File: src/rtl/amn_pkg.sv
`timescale 1ns / 1ps
// ----------------------------------------------------------------------------
// Amicable number test - shared definitions
// Widths, microcode word layout and datapath status bundle.
// ----------------------------------------------------------------------------
package amn_pkg;

  localparam int VALUE_WIDTH = 32;
  // Trial divisor width: holds the integer root plus one step past it.
  localparam int IDX_WIDTH   = VALUE_WIDTH / 2 + 1;
  localparam int SQ_WIDTH    = 2 * IDX_WIDTH;
  localparam int CNT_WIDTH   = $clog2(VALUE_WIDTH + 1);
  localparam int PC_WIDTH    = 4;
  localparam int S_TDATA_W   = (VALUE_WIDTH + 7) / 8 * 8;
  localparam int M_TDATA_W   = (2 * VALUE_WIDTH + 2 + 7) / 8 * 8;

  localparam logic [VALUE_WIDTH-1:0] VALUE_MAX = '1;
  localparam logic [CNT_WIDTH-1:0]   DIV_STEPS = CNT_WIDTH'(VALUE_WIDTH);

  typedef logic [PC_WIDTH-1:0] pc_t;

  typedef enum logic [3:0] {
    ACT_NONE,
    ACT_LOAD,
    ACT_INIT,
    ACT_ZERO,
    ACT_DIV,
    ACT_ADDI,
    ACT_ADDQ,
    ACT_NEXT,
    ACT_SAVE1,
    ACT_EMIT
  } act_t;

  typedef enum logic [3:0] {
    COND_NEVER,
    COND_ALWAYS,
    COND_NO_INPUT,
    COND_SMALL,
    COND_SQ_GT,
    COND_DIV_BUSY,
    COND_REM_NZ,
    COND_OVF,
    COND_PASS1,
    COND_NEED2,
    COND_OUT_FULL
  } cond_t;

  typedef struct packed {
    act_t  act;
    cond_t cond;
    pc_t   target;
  } uword_t;

  typedef struct packed {
    logic in_valid;
    logic lt_two;     // operand below two
    logic sq_gt;      // trial divisor squared exceeds operand
    logic div_busy;
    logic rem_nz;
    logic ovf;
    logic pass1;      // second pass (on the first sum) is running
    logic need2;      // first sum calls for a second pass
    logic out_full;   // result register cannot take a new result this cycle
  } status_t;

endpackage

File: src/rtl/amn_divider.sv
`timescale 1ns / 1ps
// ----------------------------------------------------------------------------
// Amicable number test - iterative divider
// Restoring radix-2 divider, one quotient bit per cycle.
// ----------------------------------------------------------------------------
module amn_divider (
  input  logic                             clk,
  input  logic                             rst,
  input  logic                             start,
  input  logic [amn_pkg::VALUE_WIDTH-1:0]  dividend,
  input  logic [amn_pkg::VALUE_WIDTH-1:0]  divisor,
  output logic                             busy,
  output logic [amn_pkg::VALUE_WIDTH-1:0]  quotient,
  output logic [amn_pkg::VALUE_WIDTH-1:0]  remainder
);

  logic [amn_pkg::CNT_WIDTH-1:0]   count;
  logic [amn_pkg::VALUE_WIDTH-1:0] rem;
  logic [amn_pkg::VALUE_WIDTH-1:0] quo;
  logic [amn_pkg::VALUE_WIDTH:0]   shifted;
  logic [amn_pkg::VALUE_WIDTH:0]   diff;
  logic                            ge;
  logic [amn_pkg::VALUE_WIDTH-1:0] rem_next;

  always_comb begin
    shifted  = {rem, quo[amn_pkg::VALUE_WIDTH-1]};
    ge       = shifted >= {1'b0, divisor};
    diff     = shifted - {1'b0, divisor};
    rem_next = ge ? diff[amn_pkg::VALUE_WIDTH-1:0] : shifted[amn_pkg::VALUE_WIDTH-1:0];
  end

  always_ff @(posedge clk) begin
    if (rst) begin
      count <= '0;
    end else if (start) begin
      count <= amn_pkg::DIV_STEPS;
    end else if (busy) begin
      count <= count - 1'b1;
    end
  end

  always_ff @(posedge clk) begin
    if (start) begin
      rem <= '0;
      quo <= dividend;
    end else if (busy) begin
      rem <= rem_next;
      quo <= {quo[amn_pkg::VALUE_WIDTH-2:0], ge};
    end
  end

  assign busy      = count != '0;
  assign quotient  = quo;
  assign remainder = rem;

endmodule

File: src/rtl/amn_datapath.sv
`timescale 1ns / 1ps
// ----------------------------------------------------------------------------
// Amicable number test - datapath
// Operand, trial divisor and sum registers, divider and result register.
// ----------------------------------------------------------------------------
module amn_datapath (
  input  logic                             clk,
  input  logic                             rst,
  input  amn_pkg::uword_t                  ctl,
  output amn_pkg::status_t                 status,
  input  logic                             in_valid,
  output logic                             in_ready,
  input  logic [amn_pkg::VALUE_WIDTH-1:0]  in_candidate,
  output logic                             out_valid,
  input  logic                             out_ready,
  output logic [amn_pkg::VALUE_WIDTH-1:0]  out_tested_value,
  output logic [amn_pkg::VALUE_WIDTH-1:0]  out_divisor_sum,
  output logic                             out_sum_overflow,
  output logic                             out_is_amicable
);

  localparam int VW = amn_pkg::VALUE_WIDTH;
  localparam int IW = amn_pkg::IDX_WIDTH;
  localparam int SW = amn_pkg::SQ_WIDTH;

  logic [VW-1:0] cand;
  logic [VW-1:0] opd;
  logic [IW-1:0] idx;
  logic [VW-1:0] sum;
  logic          ovf;
  logic          pass;
  logic [VW-1:0] s1;
  logic          ovf1;

  logic [SW-1:0] sq;
  logic [VW-1:0] idx_ext;
  logic          div_busy;
  logic [VW-1:0] quotient;
  logic [VW-1:0] remainder;
  logic [VW:0]   add_i;
  logic [VW:0]   add_q;
  logic          q_ne_i;
  logic          need2;
  logic          out_full;
  logic          emit;

  // Saturating add: carry flags overflow and pins the value at maximum.
  function automatic logic [VW:0] sat_add(input logic [VW-1:0] a, input logic [VW-1:0] b);
    logic [VW:0] s;
    s = {1'b0, a} + {1'b0, b};
    if (s[VW]) begin
      s = {1'b1, amn_pkg::VALUE_MAX};
    end
    return s;
  endfunction

  amn_divider u_div (
    .clk       (clk),
    .rst       (rst),
    .start     (ctl.act == amn_pkg::ACT_DIV),
    .dividend  (opd),
    .divisor   (idx_ext),
    .busy      (div_busy),
    .quotient  (quotient),
    .remainder (remainder)
  );

  always_comb begin
    idx_ext  = {{(VW - IW){1'b0}}, idx};
    sq       = idx * idx;
    add_i    = sat_add(sum, idx_ext);
    add_q    = sat_add(sum, quotient);
    q_ne_i   = quotient != idx_ext;
    need2    = !ovf && (cand < sum);
    out_full = out_valid && !out_ready;
    emit     = (ctl.act == amn_pkg::ACT_EMIT) && !out_full;
    in_ready = ctl.act == amn_pkg::ACT_LOAD;

    status.in_valid = in_valid;
    status.lt_two   = opd < VW'(2);
    status.sq_gt    = sq > {{(SW - VW){1'b0}}, opd};
    status.div_busy = div_busy;
    status.rem_nz   = remainder != '0;
    status.ovf      = ovf;
    status.pass1    = pass;
    status.need2    = need2;
    status.out_full = out_full;
  end

  always_ff @(posedge clk) begin
    if (rst) begin
      pass <= 1'b0;
      ovf  <= 1'b0;
    end else begin
      unique case (ctl.act) inside
        amn_pkg::ACT_LOAD: begin
          if (in_valid) begin
            pass <= 1'b0;
          end
        end
        amn_pkg::ACT_INIT, amn_pkg::ACT_ZERO: begin
          ovf <= 1'b0;
        end
        amn_pkg::ACT_ADDI: begin
          if (add_i[VW]) begin
            ovf <= 1'b1;
          end
        end
        amn_pkg::ACT_ADDQ: begin
          if (q_ne_i && add_q[VW]) begin
            ovf <= 1'b1;
          end
        end
        amn_pkg::ACT_SAVE1: begin
          if (need2) begin
            pass <= 1'b1;
          end
        end
        default: begin
        end
      endcase
    end
  end

  always_ff @(posedge clk) begin
    unique case (ctl.act)
      amn_pkg::ACT_LOAD: begin
        if (in_valid) begin
          cand <= in_candidate;
          opd  <= in_candidate;
        end
      end
      amn_pkg::ACT_INIT: begin
        sum <= VW'(1);
        idx <= IW'(2);
      end
      amn_pkg::ACT_ZERO: begin
        sum <= '0;
      end
      amn_pkg::ACT_ADDI: begin
        sum <= add_i[VW-1:0];
      end
      amn_pkg::ACT_ADDQ: begin
        if (q_ne_i) begin
          sum <= add_q[VW-1:0];
        end
      end
      amn_pkg::ACT_NEXT: begin
        idx <= idx + 1'b1;
      end
      amn_pkg::ACT_SAVE1: begin
        s1   <= sum;
        ovf1 <= ovf;
        if (need2) begin
          opd <= sum;
        end
      end
      default: begin
      end
    endcase
  end

  // Result register
  always_ff @(posedge clk) begin
    if (rst) begin
      out_valid <= 1'b0;
    end else if (emit) begin
      out_valid <= 1'b1;
    end else if (out_ready) begin
      out_valid <= 1'b0;
    end
  end

  always_ff @(posedge clk) begin
    if (emit) begin
      out_tested_value <= cand;
      out_divisor_sum  <= s1;
      out_sum_overflow <= ovf1;
      out_is_amicable  <= pass && !ovf && (sum == cand);
    end
  end

endmodule

File: config.mk
export PLATFORM = sky130hd
export DESIGN_NAME = amn_datapath
export DESIGN_NICKNAME = d
export VERILOG_FILES = /design/src/rtl/amn_pkg.sv /design/src/rtl/amn_divider.sv /design/src/rtl/amn_datapath.sv
export SDC_FILE = /design/constraint.sdc
export NUM_CORES = 1
export LEC_CHECK = 0
export BUFFER_PORTS_ARGS = -buffer_cell sky130_fd_sc_hd__buf_4
export CORE_MARGIN = 2
export CORE_UTILIZATION = 55
export CTS_BUF_LIST = sky130_fd_sc_hd__clkbuf_4 sky130_fd_sc_hd__clkbuf_8
export DETAILED_ROUTE_END_ITERATION = 8
export GPL_TIMING_DRIVEN = 0
export PLACE_DENSITY = 0.76
export SETUP_SLACK_MARGIN = 0.05
export SYNTH_ARGS = -nofsm -noshare
export SYNTH_HDL_FRONTEND = slang
export SYNTH_SLANG_ARGS = --single-unit
File: constraint.sdc
create_clock -name clk -period 8.6 [get_ports clk]
set_input_delay 1.29 -clock clk [delete_from_list [all_inputs] [get_ports clk]]
set_output_delay 1.29 -clock clk [all_outputs]
set_load 0.03 [all_outputs]
==> Word level (Yosys, flattened, before mapping) <==
Cells that the tools add are included.
{ "word_totals": {"register_bits": 285, "inputBits": 48, "word_cells": 87} }
{ "op_classes": {"n_addsub": 5, "n_mul": 1, "n_lt_le_gt_ge": 4, "eq_ne": 16, "muxes": 21, "reduce_logical": 23} }
{ "ops": {"columns": ["operator", "n"], "rows": [
  ["2-to-1 mux 32 bit", 6],
  ["case mux 32 bit (4 select lines)", 1],
  ["2-to-1 mux 33 bit", 2],
  ["case mux 32 bit (2 select lines)", 1],
  ["greater-than comparator 34 x 32 -> 1 bit", 1],
  ["multiplier 17 x 17 -> 34 bit", 1],
  ["case mux 17 bit (2 select lines)", 1],
  ["adder 32 x 17 -> 33 bit", 1],
  ["adder 32 x 32 -> 33 bit", 1],
  [">= comparator 33 x 17 -> 1 bit", 1],
  ["equality test 32 bit", 1],
  ["< comparator 32 x 2 -> 1 bit, second input constant", 1],
  ["< comparator 32 bit", 1],
  ["inequality test 32 x 17 -> 1 bit", 1],
  ["nonzero test 32 bit", 1],
  ["subtractor 32 x 17 -> 32 bit", 1],
  ["adder 17 x 1 -> 17 bit, second input constant", 1],
  ["equality test 4 x 3 -> 1 bit, second input constant", 4],
  ["2-to-1 mux 6 bit", 2],
  ["equality test 4 x 2 -> 1 bit, second input constant", 2],
  ["equality test 4 bit, second input constant", 2],
  ["inequality test 2 bit, second input constant", 4],
  ["nonzero test 2 bit", 4],
  ["logical AND 1 bit", 6],
  ["other kinds (13)", 23]
]} }

==> Depth between registers and ports, before layout <==
Gate-level depths: netlist of run 1.
{ "logic_depth": {"word_depth": 5, "depth_mapped": 34, "depth_no_buf": 32} }

==> Cells and area by module <==
A second synthesis of run 1 with hierarchy kept.
{ "hier_totals": {"cells_unflattened": 2597, "hier_area_um2": 25694.6} }
{ "by_module_without_submodules": {"columns": ["module", "instances", "cells_each", "area_per_inst_um2", "seq_area_each_um2"], "rows": [
  ["amn_datapath", 1, 2031, 20801.2, 6426.2],
  ["amn_divider", 1, 566, 4893.4, 1721.7]
]} }

==> Worst setup path after synthesis of run 1 <==
No wires, ideal clock.
{ "synth_timing": {"path_type": "flip-flop to output port", "from": "reg idx[1]", "to": "out status[6] (netlist bit)", "arrival_ns": 7.409, "required_ns": 7.310, "path_slack_ns": -0.099, "stages_incl_launch_ff": 29, "path_buffers": 1, "cell_sequence": "edfxtp_1 > buf_1 > clkinv_1 > nor2_1 > fa_1 > fa_1 > fa_1 > fa_1 > fa_1 > inv_1 > fa_1 > inv_1 > ha_1 > a21o_1 > a21oi_1 > nor3b_1 > o211ai_1 > a41o_1 > a211o_1 > a21o_1 > a21oi_1 > xnor2_1 > ha_1 > a21oi_1 > nor2b_1 > o21ai_0 > o211ai_1 > o21ai_0 > nand3_1"} }
{ "synth_rtl": {"columns": ["item", "line", "source"], "rows": [
  ["from (decl)", "amn_datapath.sv:28", "logic [IW-1:0] idx;"],
  ["from (signal assigned)", "amn_datapath.sv:149", "idx <= idx + 1'b1;"],
  ["to (decl)", "amn_datapath.sv:10", "output amn_pkg::status_t status,"]
]} }

==> flow_metrics.py, run 1 <==
metrics = {
    "synth": {
        "synthCells": 2447,
        "synth_cell_types": 81,
        "yosysWarningCount": 0,
        "synth_area_per_cell_um2": 9.95,
        "netlist_area_mm2": 0.0244,
        "synthesis.nets": 2929,
        "synth-seq-cells": 285,
        "synth-seq-area-share_pct": 33.5,
        "async_reset_ff_share_pct": 0,
        "synth_edf_count": 244,
        "synth_flop_cell": "edfxtp_1",
    },
    "drt": {
        "dr.pass1.iters": 6,
        "met1_length_mm": 28.3,
        "wl_met2_mm": 32.6,
        "wl_met3_mm": 5.86,
        "ant_nets": 0,
        "via_per_inst": 5.90,
        "drt_iter0_markers": 1782,
        "drt_wl_total_mm": 69.8,
        "vias": 19600,
        "drc": 0,
        "routed.top_layer": "met4",
        "post_drt_wl_per_cell_um": 21.0,
    },
    "worst_setup_path": {
        "rr_startpoint": "idx[1]",
        "worstPathArrival_ns": 8.09,
        "crit_path_end_kind": "output pin",
        "reg2reg_to": "sum[21]",
        "critPathMaxFanout": 4,
        "cp-start-kind": "register",
        "crit_path_max_incr_delay_ns": 0.57,
        "cp.required_ns": 7.31,
        "rr_worst_depth": 13,
        "r2r_setup_slack_ns": 4.28,
        "cpMaxStageDelayCell": "fa_1",
        "critical_path_class": "reg -> out",
        "critPathMostFrequentCell": "fa_1",
    },
    "timing": {
        "slew_viol_final": 0,
        "skew_ns": 0.0349,
        "max_clock_freq_mhz": 107,
        "slew_headroom_pct": 17.1,
        "setup_violations": 1,
        "min_period_ns": 9.38,
        "hold_violations": 0,
        "rsz0062_at_grt": "yes",
        "finalCritPeriodShare_pct": 109,
        "fin_setup_tns_ns": -0.779,
        "worst_pin_slew_ns": 1.24,
        "fin_ws_ns": -0.779,
    },
    "min_path": {
        "whs_endpoint": "out_divisor_sum[16]",
        "worstHoldStart": "s1[16]",
        "min-delay-path-class": "reg -> reg",
        "holdPathStages": 0,
    },
    "power_and_ir_drop": {
        "p_leak_nw": 12.8,
        "p_per_area_mw_per_mm2": 328,
        "vdd_drop_max_mv": 0.273,
    },
    "cts": {
        "clockBufferDepth": 3,
        "cts_hold_buf": 0,
        "cts.clk_slew.worst_paths_ns": 0.06,
        "cts_buffers": 45,
        "htreeDepth": 2,
        "clock_latency_ns": 0.61,
        "cts_sinks": 285,
        "cts_tree": "built",
        "clock-root-buffer": "clkbuf_8",
    },
    "placement": {
        "place_congestion": 0.949,
        "post-place-ws_ns": -1.80,
        "portBuffers": 115,
        "post-dp-hpwl_mm": 52.1,
    },
    "finish": {
        "finish.utilization_pct": 64.6,
        "seqCellArea_mm2": 0.00815,
        "multiInputGateArea_mm2": 0.0148,
        "layout-drive-gt1-share_pct": 17.2,
        "nNetsFinal": 3175,
        "syn_to_final_growth_pct": 16.6,
        "fillers": 3388,
    },
    "status": {
        "status": "finished, violations left",
        "violations": "negative setup slack",
    },
    "floorplanning": {
        "num_rows": 77,
        "start_util_pct": 55.4,
        "dieHeight_um": 214,
        "design.core.area_mm2": 0.0439,
        "boundaryPins": 125,
        "die_area_mm2": 0.0460,
        "die_x_um": 214,
    },
    "job": {
        "drv_cap": 0,
    },
    "global_routing": {
        "grt_max_degree": 39,
        "first_global_vias": 20100,
        "antenna_found_initial": 1,
        "grt_use_total_pct": 30.1,
        "grt_overflow_total": 0,
        "grt_first_pass_wirelength_mm": 109,
    },
}
==> sequential cells by signal, indices dropped and copies added, names as in the netlist, 6 cells and up <==
register and count:
cand 32, opd 32, out_divisor_sum 32, out_tested_value 32, s1 32, sum 32
u_div.quotient 32, u_div.remainder 32, idx 17, u_div.count 6
==> cell type report <==
cell class	count	share of cell area (%)
buffer	77	1.98
clock buffer	56	2.52
antenna	1	0.00881
tap	592	2.61
sequential	285	28.7
timing repair buffer	202	5.62
inverter	388	5.43
clock inverter	28	0.974
multi-input combinational	1694	52.2
==> per-layer routing <==
layer  GRT usage, %  up-vias
met5              0        -
met2           49.0      914
met1           40.3     9619
met3           4.89      215
met4           12.8        0
li1               -     8860
==> where the power goes <==
| group | internal, W | leakage, nW | switching [W] |
|---|---|---|---|
| sequential | 0.00177 | 2.61 | 0.000231 |
| combinational | 0.00258 | 9.70 | 0.00345 |
| clock | 0.000707 | 0.511 | 0.000576 |
| total | 0.00506 | 12.8 | 0.00426 |
==> per-stage QoR <==
step / area (um2) / power [W] / hold WS, ns / cells
finish: 28400 / 0.00932 / 0.415 / 3323
global route: 28400 / 0.00997 / 0.418 / 3322
CTS: 28200 / 0.00890 / 0.413 / 3313
detailed placement: 26100 / 0.00707 / 0.405 / 3160
global placement: 26000 / 0.00688 / 0.402 / 3154
floorplan: 24400 / 0.00573 / 0.400 / 2447
==> worst max-delay path by stage <==
stage / startpoint / endpoint / slack, ns / cells after the start
after global placement: idx[8] / status[6] / -1.73 / 30
after detailed placement: idx[8] / status[6] / -1.80 / 30
after global routing: idx[9] / status[6] / -1.08 / 32
after floorplan: idx[2] / status[6] / 0.05 / 29
final: idx[9] / status[6] / -0.78 / 32
after CTS: idx[10] / status[6] / -0.53 / 32
==> worst max-delay path, delay by kind of cell, from the launching register on <==
family | cells | cell delay, ns
buffers and inverters | 9 | 0.89
and+or+nand+nor | 4 | 0.37
DFF | 1 | 0.48
AOI/OAI and AO/OA | 10 | 1.76
xor gates and xnor gates | 1 | 0.16
adders and majority gates | 8 | 3.79
==> what timing repair did <==
action / in CTS / in global routing
cloned: 0 / 0
buffers inserted: 72 / 9
setup endpoints to repair: 1 / 1
resized for setup: 164 / 27
pin swaps: 69 / 47
==> synthesized netlist by cell type, drive strengths merged, types with 3 or more instances <==
cell type    n  area, um2
a211o        4       35.0
a211oi      28        215
a21bo        3       30.0
a21o        65        488
a21oi      102        510
a221oi       5       67.6
a31o         4       35.0
a31oi       15       93.8
and2         7       43.8
and3        10       62.6
and4         4       37.5
buf         19        109
clkbuf      61        229
clkinv       8       30.0
dfxtp       41        821
edfxtp     244       7330
fa         195       3900
ha         239       2990
inv        380       1430
mux2        34        383
mux2i        8       80.1
nand2      192        721
nand2b      15       93.8
nand3       32        165
nand4       36        231
nor2       185        694
nor2b       17        106
nor3        37        185
nor3b        5       42.5
nor4        29        203
o2111ai      4       41.3
o211ai      16        120
o21a        17        128
o21ai      167        840
o21bai      10       75.1
o31a         3       26.3
o31ai       11       87.6
or2          8       50.1
or3          8       50.1
xnor2      103        902
xor2        43        377
==> layout by cell type, fill, tap and decap left out, drive strengths merged, types with 37 or more instances in the layout <==
| master | n |
|---|---|
| inv | 378 |
| edfxtp | 244 |
| ha | 239 |
| buf | 225 |
| fa | 195 |
| nand2 | 192 |
| nor2 | 185 |
| o21ai | 167 |
| clkbuf | 110 |
| xnor2 | 103 |
| a21oi | 102 |
| a21o | 65 |
| xor2 | 43 |
| dfxtp | 41 |
| nor3 | 37 |
==> logic make-up (layout without fill, tap and decap cells) <==
group           Yosys count  after routing  synth area share [%]
other cells               0              1                     0
fa+ha+maj               434            434                  28.3
buf+inv                 468            751                  7.37
mux                      42             42                  1.90
simple gates            591            591                  11.2
compound gates          481            481                  12.5
flops                   285            285                  33.5
xor+xnor                146            146                  5.25
Note: power is estimated with default switching activity, not from simulation.
==> run 2, diff against run 1 <==
SETUP_SLACK_MARGIN = default   (was 0.05)
==> run 2 against run 1 <==
  * The run still ends with negative setup slack left
  * Die area unchanged
  * Cell count decreased by 0.45%
  * Clock-buffer cell count decreased by 3
  * Sequential power about the same
  * Critical path depth unchanged
  * Total power decreased by 1.9%
  * Worst setup slack improved by 0.19 ns
  * First-iteration DRC count increased by 5.1%
  * Flip-flop and latch count unchanged
  * Maximum frequency increased by 2.1%
==> flow_metrics.py, run 2 (synthesized netlist as in run 1, its figures left out) <==
metrics = {
    "power_and_ir_drop": {
        "p_per_area_mw_per_mm2": 324,
        "p_sw_w": 0.00424,
        "p_seq_share_pct": 21.9,
        "sw_frac_of_total_pct": 46.4,
        "clkPwrFrac_pct": 12.7,
        "vdd_drop_max_mv": 0.254,
        "combinationalPowerShare_pct": 65.4,
        "p_int_w": 0.00490,
        "p_leak_nw": 12.7,
    },
    "cts": {
        "clock-root-buffer": "clkbuf_8",
        "cts_buffers": 45,
        "htreeDepth": 2,
        "cts_hold_buf": 0,
        "cts.clk_slew.worst_paths_ns": 0.07,
        "cts_tree": "built",
        "cts_sinks": 285,
        "clock_latency_ns": 0.60,
        "clockBufferDepth": 3,
    },
    "worst_setup_path": {
        "crit_path_end_kind": "output pin",
        "cp.required_ns": 7.31,
        "rr_startpoint": "idx[1]",
        "worstPathArrival_ns": 7.90,
        "critPathMostFrequentCell": "inv_1",
        "path_buf_inv": 8,
        "cpMaxStageDelayCell": "fa_1",
        "critPathMaxFanout": 6,
        "crit_path_max_incr_delay_ns": 0.56,
        "critical_path_class": "reg -> out",
        "crit_start": "idx[5]",
        "cp-start-kind": "register",
        "crit_family": "adder cells",
    },
    "timing": {
        "slew_viol_final": 0,
        "hold_violations": 0,
        "fin_setup_tns_ns": -0.590,
        "min_period_ns": 9.19,
        "worst_pin_slew_ns": 1.24,
        "slew_headroom_pct": 17.1,
        "fin_ws_ns": -0.590,
        "setup_violations": 1,
        "rsz0062_at_grt": "yes",
        "worst_hold_slack_ns": 0.420,
        "skew_ns": 0.0500,
        "max_clock_freq_mhz": 109,
        "finalCritPeriodShare_pct": 107,
    },
    "finish": {
        "nNetsFinal": 3163,
        "fillers": 3393,
        "final_common_cell": "inv_1",
        "final_cell_mix": "inv_1 (364), edfxtp_1 (244), ha_1 (228)",
        "finish.utilization_pct": 64.3,
        "syn_to_final_growth_pct": 16.0,
        "layout-drive-gt1-share_pct": 16.7,
    },
    "global_routing": {
        "first_global_vias": 19700,
        "grt_overflow_total": 0,
        "antenna_found_initial": 0,
        "grt_first_pass_wirelength_mm": 107,
        "grt_max_degree": 39,
        "grt_use_total_pct": 29.7,
    },
    "floorplanning": {
        "dieHeight_um": 214,
        "boundaryPins": 125,
        "start_util_pct": 55.4,
        "die_area_mm2": 0.0460,
        "num_rows": 77,
        "design.core.area_mm2": 0.0439,
        "die_x_um": 214,
    },
    "placement": {
        "place_congestion": 0.963,
        "portBuffers": 115,
        "post-dp-hpwl_mm": 52.2,
    },
    "drt": {
        "drc": 0,
        "drt_wl_total_mm": 69.1,
        "post_drt_wl_per_cell_um": 20.9,
        "dr.pass1.iters": 6,
        "ant_nets": 0,
        "vias": 19500,
        "via_per_inst": 5.90,
        "drt_iter0_markers": 1873,
    },
    "status": {
        "status": "finished, violations left",
        "violations": "negative setup slack",
    },
    "job": {
        "drv_cap": 0,
    },
    "min_path": {
        "worstHoldStart": "s1[19]",
        "min-delay-path-class": "reg -> reg",
    },
}
==> run 2: changes by cell type in the layout (fill, tap and decap cells not counted), sizes merged <==
cell,change
buf,-13
clkinv,+4
bufinv,-3
clkinvlp,-3
clkbuf,-2
inv,+2
==> run 2: through the flow <==
stage | instance area [um2] | std cells | worst slack, ns | power, W
detailed placement | 26100 | 3160 | -1.92 | 0.00708
global route | 28200 | 3307 | -0.826 | 0.00979
CTS | 28000 | 3299 | -0.510 | 0.00869
floorplan | 24400 | 2447 | 0.0106 | 0.00573
global placement | 26000 | 3154 | -1.72 | 0.00687
finish | 28300 | 3308 | -0.590 | 0.00914
==> run 2: path summary, 6_finish.rpt <==
check | end | slack [ns] | cells past startpoint
setup / recovery | status[6] | -0.59 | 32
hold / removal | out_divisor_sum[19] | 0.42 | 0
setup reg to reg | sum[5] | 4.16 | 13
hold reg to reg | out_divisor_sum[19] | 0.42 | 0
==> run 2: cell type report <==
class / instances / area, um2 / area share, %
Clock buffer: 53 / 686 / 2.43
Antenna cell: 1 / 2.50 / 0.00886
Buffer: 77 / 578 / 2.05
Multi-Input combinational cell: 1694 / 14900 / 52.6
Clock inverter: 28 / 190 / 0.673
Timing Repair Buffer: 190 / 1510 / 5.35
Tap cell: 592 / 741 / 2.62
Sequential cell: 285 / 8150 / 28.8
Inverter: 388 / 1530 / 5.43
==> run 2: layer usage <==
metal | wire length [um] | track usage (%) | up-vias | share of wire, %
li1 | - | - | 8844 | -
met1 | 27500 | 39.6 | 9503 | 40
met2 | 32700 | 48.5 | 991 | 47
met3 | 6190 | 5.01 | 192 | 9.0
met4 | 2660 | 11.7 | 0 | 3.8
met5 | 0 | 0 | - | 0
==> run 2: power by group through the flow <==
stage	clock network, W	registers, W	logic (W)
floorplan	0	0.00194	0.00379
global placement	0	0.00202	0.00485
detailed placement	0	0.00203	0.00505
CTS	0.00117	0.00200	0.00552
global route	0.00122	0.00203	0.00655
finish	0.00116	0.00201	0.00597
==> run 2: what timing repair did <==
item / CTS / global route
endpoints found under the setup margin: 1 / 1
pin swaps: 69 / 23
buffers inserted: 60 / 8
gates resized for setup: 178 / 33
endpoints found under the hold margin: 0 / 0
gates cloned: 1 / 0
